## src/rtl/asmt_div.sv

```systemverilog
`default_nettype none
// ---------------------------------------------------------------------------
// asmt_div: pipelined restoring divider
// Unsigned num / den, one quotient bit per register stage. The caller
// guarantees the quotient fits QUO_W bits. A side payload travels along.
// ---------------------------------------------------------------------------
module asmt_div #(
  parameter int NUM_W = 39,
  parameter int DEN_W = 23,
  parameter int QUO_W = 17,
  parameter int PAY_W = 8
) (
  input  wire              clk,
  input  wire              rst_n,
  input  wire              in_valid,
  input  wire  [NUM_W-1:0] in_num,
  input  wire  [DEN_W-1:0] in_den,
  input  wire  [PAY_W-1:0] in_pay,
  output logic             out_valid,
  output logic [QUO_W-1:0] out_quo,
  output logic [PAY_W-1:0] out_pay
);

  logic [QUO_W-1:0] vld_r;
  logic [DEN_W-1:0] rem_r [QUO_W-1];
  logic [QUO_W-1:0] acc_r [QUO_W];
  logic [DEN_W-1:0] den_r [QUO_W];
  logic [PAY_W-1:0] pay_r [QUO_W];

  for (genvar i = 0; i < QUO_W; i++) begin : g_step
    logic             vld_in;
    logic [DEN_W-1:0] rem_in;
    logic [QUO_W-1:0] acc_in;
    logic [DEN_W-1:0] den_in;
    logic [PAY_W-1:0] pay_in;
    logic [DEN_W:0]   trial;
    logic             ge;

    // stage inputs: ports for the first step, previous stage after that
    if (i == 0) begin : g_first
      assign vld_in = in_valid;
      assign rem_in = DEN_W'(in_num[NUM_W-1:QUO_W]);
      assign acc_in = in_num[QUO_W-1:0];
      assign den_in = in_den;
      assign pay_in = in_pay;
    end else begin : g_next
      assign vld_in = vld_r[i-1];
      assign rem_in = rem_r[i-1];
      assign acc_in = acc_r[i-1];
      assign den_in = den_r[i-1];
      assign pay_in = pay_r[i-1];
    end

    // bring down one dividend bit and try the subtract
    assign trial = {rem_in, acc_in[QUO_W-1]};
    assign ge    = (trial >= {1'b0, den_in});

    always_ff @(posedge clk) begin
      if (!rst_n) begin
        vld_r[i] <= 1'b0;
      end else begin
        vld_r[i] <= vld_in;
      end
    end

    always_ff @(posedge clk) begin
      acc_r[i] <= {acc_in[QUO_W-2:0], ge};
      den_r[i] <= den_in;
      pay_r[i] <= pay_in;
    end

    // the last step keeps no remainder
    if (i < QUO_W - 1) begin : g_rem
      logic [DEN_W-1:0] diff;
      // a taken subtract leaves less than den, so the low bits are exact
      assign diff = trial[DEN_W-1:0] - den_in;

      always_ff @(posedge clk) begin
        rem_r[i] <= ge ? diff : trial[DEN_W-1:0];
      end
    end
  end

  assign out_valid = vld_r[QUO_W-1];
  assign out_quo   = acc_r[QUO_W-1];
  assign out_pay   = pay_r[QUO_W-1];

endmodule
`default_nettype wire

```

## config.mk

```make
export PLATFORM = sky130hd
export DESIGN_NAME = asmt_div
export DESIGN_NICKNAME = d
export VERILOG_FILES = /design/src/rtl/asmt_div.sv
export SDC_FILE = /design/constraint.sdc
export NUM_CORES = 2
export LEC_CHECK = 0
export ABC_AREA = 1
export ABC_CLOCK_PERIOD_IN_PS = 4400
export BUFFER_PORTS_ARGS = -buffer_cell sky130_fd_sc_hd__buf_4
export CORE_UTILIZATION = 65
export CTS_BUF_LIST = sky130_fd_sc_hd__clkbuf_2
export CTS_CLUSTER_DIAMETER = 150
export DETAILED_ROUTE_END_ITERATION = 7
export GPL_TIMING_DRIVEN = 0
export PLACE_DENSITY = 0.87
export SYNTH_ARGS = -nofsm -noshare
export SYNTH_HDL_FRONTEND = slang
export SYNTH_SLANG_ARGS = --single-unit
```

## constraint.sdc

```tcl
create_clock -name clk -period 4.4 [get_ports clk]
set_clock_uncertainty 0.05 [all_clocks]
set_input_delay 0.88 -clock clk [delete_from_list [all_inputs] [get_ports clk]]
set_output_delay 0.88 -clock clk [all_outputs]
set_load 0.1 [all_outputs]
```

### Yosys cells after proc, flatten, opt, wreduce, memory -nomap -nowiden

Memory sizes are Yosys's and may differ from the RTL's.
Cells that the tools add are included.

* register bits: 17
* memory bits (writable): 1184
* output and inout port bits: 26
* logic and storage cells: 70
* memories kept: 4

Memories
* den_r: words 17, bits a word 23, rd ports 16, clocked after Yosys merged registers in 0, wr ports 17, RTL line 27 `logic [DEN_W-1:0] den_r [QUO_W];`
* rem_r: words 16, bits a word 23, rd ports 16, clocked after Yosys merged registers in 0, wr ports 16, RTL line 25 `logic [DEN_W-1:0] rem_r [QUO_W-1];`
* acc_r: words 17, bits a word 17, rd ports 17, clocked after Yosys merged registers in 0, wr ports 17, RTL line 26 `logic [QUO_W-1:0] acc_r [QUO_W];`
* pay_r: words 17, bits a word 8, rd ports 17, clocked after Yosys merged registers in 0, wr ports 17, RTL line 28 `logic [PAY_W-1:0] pay_r [QUO_W];`

* add/sub/neg operators: 16
* magnitude comparators: 17
* mux-type cells: 16

Operators by type and width (count)
* $ge A24 B23 Y1: 16
* $mux W23: 16
* $sub A23 B23 Y23: 16
* $ge A23 B23 Y1: 1

### Longest topological paths before layout

An unclocked memory read counts as a cell.

* depth after elaboration: 3
* gate-level depth with buffers: 14

### Least setup slack after synthesis

OpenSTA, ideal clock, no wires.

* path type: input-to-reg
* from: input port in_num[16]
* to: memory rem_r[0][12]
* arrival: 2.210 ns
* setup slack: 2.026 ns
* stages on the path: 13
* cell sequence: inv_1 > ha_1 > inv_1 > fa_1 > nand2_1 > nand2_1 > and2_1 > nand2_1 > nand2_1 > nand2_1 > nand3b_1 > nand3_1 > nand2_1

RTL lines
* start, declared: RTL line 16 `input wire [NUM_W-1:0] in_num,`
* end, declared: RTL line 25

==> key figures <==
Route
  – Via count: 54300
  – Routed wire length: 177000 um
  – 1st-pass router iterations: 8
  – Drt wl/cell: 17.1 um
  – Routed Antenna Nets: 0
  – Residual DRC count: 10
  – Starting DRT DRC Count: 5076
  – Routed vias/inst: 5.23

Clock tree
  – Htree depth: 5
  – CTS tree: built
  – Clock buffer depth: 4
  – Reg clk slew, reported paths: 0.12 ns
  – Post-CTS sizing: 0
  – Num CTS Buffers: 296
  – Root buffer cell: clkbuf_2
  – Clock sink total: 1178
  – Worst-skew pair later-pin latency: 1.60 ns

Cells and area
  – Final Non-Filler Cells: 10400
  – Area grow syn2layout: 10.8%
  – Fill cells: 7386
  – Nets: 9483
  – Final Core Density: 72.6%
  – Final instance area: 65200 sq um
  – Share of layout cells above drive strength 1: 8.45%

Floorplan
  – # rows: 110
  – IO Count: 99
  – Area of the core: 89900 sq um
  – Die Wd: 303 um
  – Initial Util: 65.5%
  – DIE AREA: 91800 sq um
  – Die H: 303 um

Run status
  – Status: complete, but fails checks
  – Violated checks: DRC

Synth
  – Proportion of synthesized chip area in sequential cells: 40.1%
  – Syn Inst Count: 8460
  – Seq cells post-synth: 1178
  – Synth Cell Area: 58900 sq um
  – Distinct cells, synth: 34
  – Synth area leaders: dfxtp_1, nand2_1, inv_1
  – Ys Warns: 0
  – Avg Cell Area, Syn: 6.96 sq um
  – Synth area leader: dfxtp_1
  – Yosys top cell area share: 40.1%
  – Syn Nets: 8940

STA
  – Worst Slack Setup Final: 1.01 ns
  – Fmax: 295 MHz
  – Hold Slack: 0.118 ns
  – RSZ-0062 raised after global routing: false
  – Max Slew Vio Count: 0
  – Min Clock Period, post-route: 3.39 ns
  – Final TNS setup: 0 ns
  – Least-Margin Pin Slew: 1.09 ns
  – Final setup viols: 0
  – Max_slew headroom: 27.2%
  – Fin. Hold Viols: 0
  – Tcrit/Tclk final: 77.0%

Setup path
  – Delay-heaviest family, CP: flip-flops
  – WP data required: 3.47 ns
  – Reg2Reg Depth: 12
  – Cells along the critical path: buf_4
  – Crit path DAT: 2.46 ns
  – Crit path largest cell delay: 0.55 ns
  – CP Depth: 1
  – CP Capture Type: output port
  – Worst-path fanout max: 1
  – Worst setup SP type: register
  – WS Path Type: register to output port
  – Crit path buf inv count: 1
  – Critical Path Slowest Stage Cell: dfxtp_1

Pwr
  – Leak: 37.5 nW
  – Sw frac: 47.9%
  – Switching Power: 23.4 mW
  – Peak supply drop: 557 uV
  – Internal power: 25.5 mW
  – Clock power share: 15.3%
  – Pwr Total: 48.9 mW
  – Seq pwr share: 31.6%
  – Power Density: 750 nW/um^2
  – Comb pwr share: 53.2%

Flow run
  – Max Cap Viol: 0

Worst hold path
  – WHS Path Cells: 4
  – Worst min path class: input pin to register

Placed design
  – Routability Congestion: 0.994
  – Setup Slack @ Placement: 1.45 ns
  – HPWL after DPL: 136000 um
  – Placed insts: 9733
  – Placed cell areas: 61100 sq um
  – Port buffer count: 97

Global routing
  – Vias in the first global route: 52200
  – Largest net degree at the start of global routing: 17
  – Initial antenna violation count: 12
  – Total grt overflow: 0
  – Gr usage total: 38.3%
  – First-pass GRT wire length: 273000 um
[tightest hold or removal path, cell delays in order]
cell,delay (ns)
dlygate4sd3_1,0.54
buf_4,0.15
nand3_1,0.09
nand2_1,0.10
[layout make-up]
type                            instances  area [sq um]  area share (%)
Antenna cell                           16          40.0          0.0614
Buffer                                114           923            1.42
Clock buffer                          403          2020            3.09
Clock inverter                         83           628           0.963
Inverter                             1865          7000            10.7
Multi-Input combinational cell       5303         27400            42.0
Sequential cell                      1178         23600            36.1
Tap cell                             1176          1470            2.26
Timing Repair Buffer                  245          2210            3.39
[logic make-up (layout without fill, tap and decap cells)]
family,Yosys count,in the layout,synth area share (%)
adders and majority gates,407,407,8.85
DFF,1178,1178,40.1
AOI/OAI and AO/OA,370,370,3.38
buffers and inverters,1979,2710,13.5
and+or+nand+nor,4380,4380,32.1
other,0,16,0
xor gates and xnor gates,146,146,2.17
[flip-flops by register name (all words and copies together) (netlist names)]
register,count
den_r,368
rem_r,368
pay_r,136
acc_r,289
out_valid,1
g_step.vld_in,16
[path summary, 6_finish.rpt]
path / from / endpoint / slack [ns]
worst min-delay path: in_num[37] / rem_r[0][21]$_DFF_P_ / 0.12
worst min register to register: pay_r[0][38]$_DFF_P_ / pay_r[0][46]$_DFF_P_ / 0.19
worst max-delay path: pay_r[0][128]$_DFF_P_ / out_pay[0] / 1.01
worst max register to register: rem_r[1][23]$_DFF_P_ / rem_r[2][20]$_DFF_P_ / 1.67
[cell usage after synthesis]
cell type and n:
nand3_1 449, buf_4 21, nand4_4 15, xnor2_1 15
o21ai_2 36, inv_1 1862, ha_1 391, a21boi_0 1
nand2_1 2898, nand3b_1 100, nand4_2 1, fa_1 16
or2_2 3, or2_0 8, buf_2 15, buf_6 40
buf_1 9, nor2_1 473, xor2_1 131, o21ai_1 140
nor3_1 44, clkbuf_1 23, nor2_4 12, o21ai_0 19
nor2_2 18, buf_12 6, a21oi_1 173, inv_2 3
nand2_2 40, nand3_2 33, dfxtp_1 1178, and2_1 34
nand4_1 252, o211ai_1 1
[cell usage in the layout (no fill, tap or decap), types with 49 or more instances in the layout]
master / instances
clkbuf_2: 403
nor2_1: 473
inv_1: 1862
nand3b_1: 100
buf_4: 118
ha_1: 391
xor2_1: 131
o21ai_1: 140
a21oi_1: 173
nand2_1: 2898
dlygate4sd3_1: 148
clkinv_1: 49
nand3_1: 449
dfxtp_1: 1178
nand4_1: 252
[power by group through the flow]
stage | Sequential (mW) | Combinational [mW] | Clock, mW
finish | 15.5 | 26.0 | 7.47
global route | 15.6 | 29.0 | 8.10
CTS | 15.3 | 25.3 | 7.52
detailed placement | 15.5 | 25.0 | 0
global placement | 15.5 | 24.5 | 0
floorplan | 14.6 | 19.0 | 0
[what timing repair did]
action	4_1_cts	5_1_grt
hold buffers	148	0
buffers inserted	0	0
hold endpoints to repair	87	0
[metal layers]
metal	track usage [%]	share of wire, %	vias up
met3	7.98	8.8	668
li1	-	-	26900
met5	0.104	0.021	-
met2	61.2	44	2513
met1	47.7	41	24300
met4	22.3	5.9	6
No activity file was read; power rests on OpenSTA's default activity.
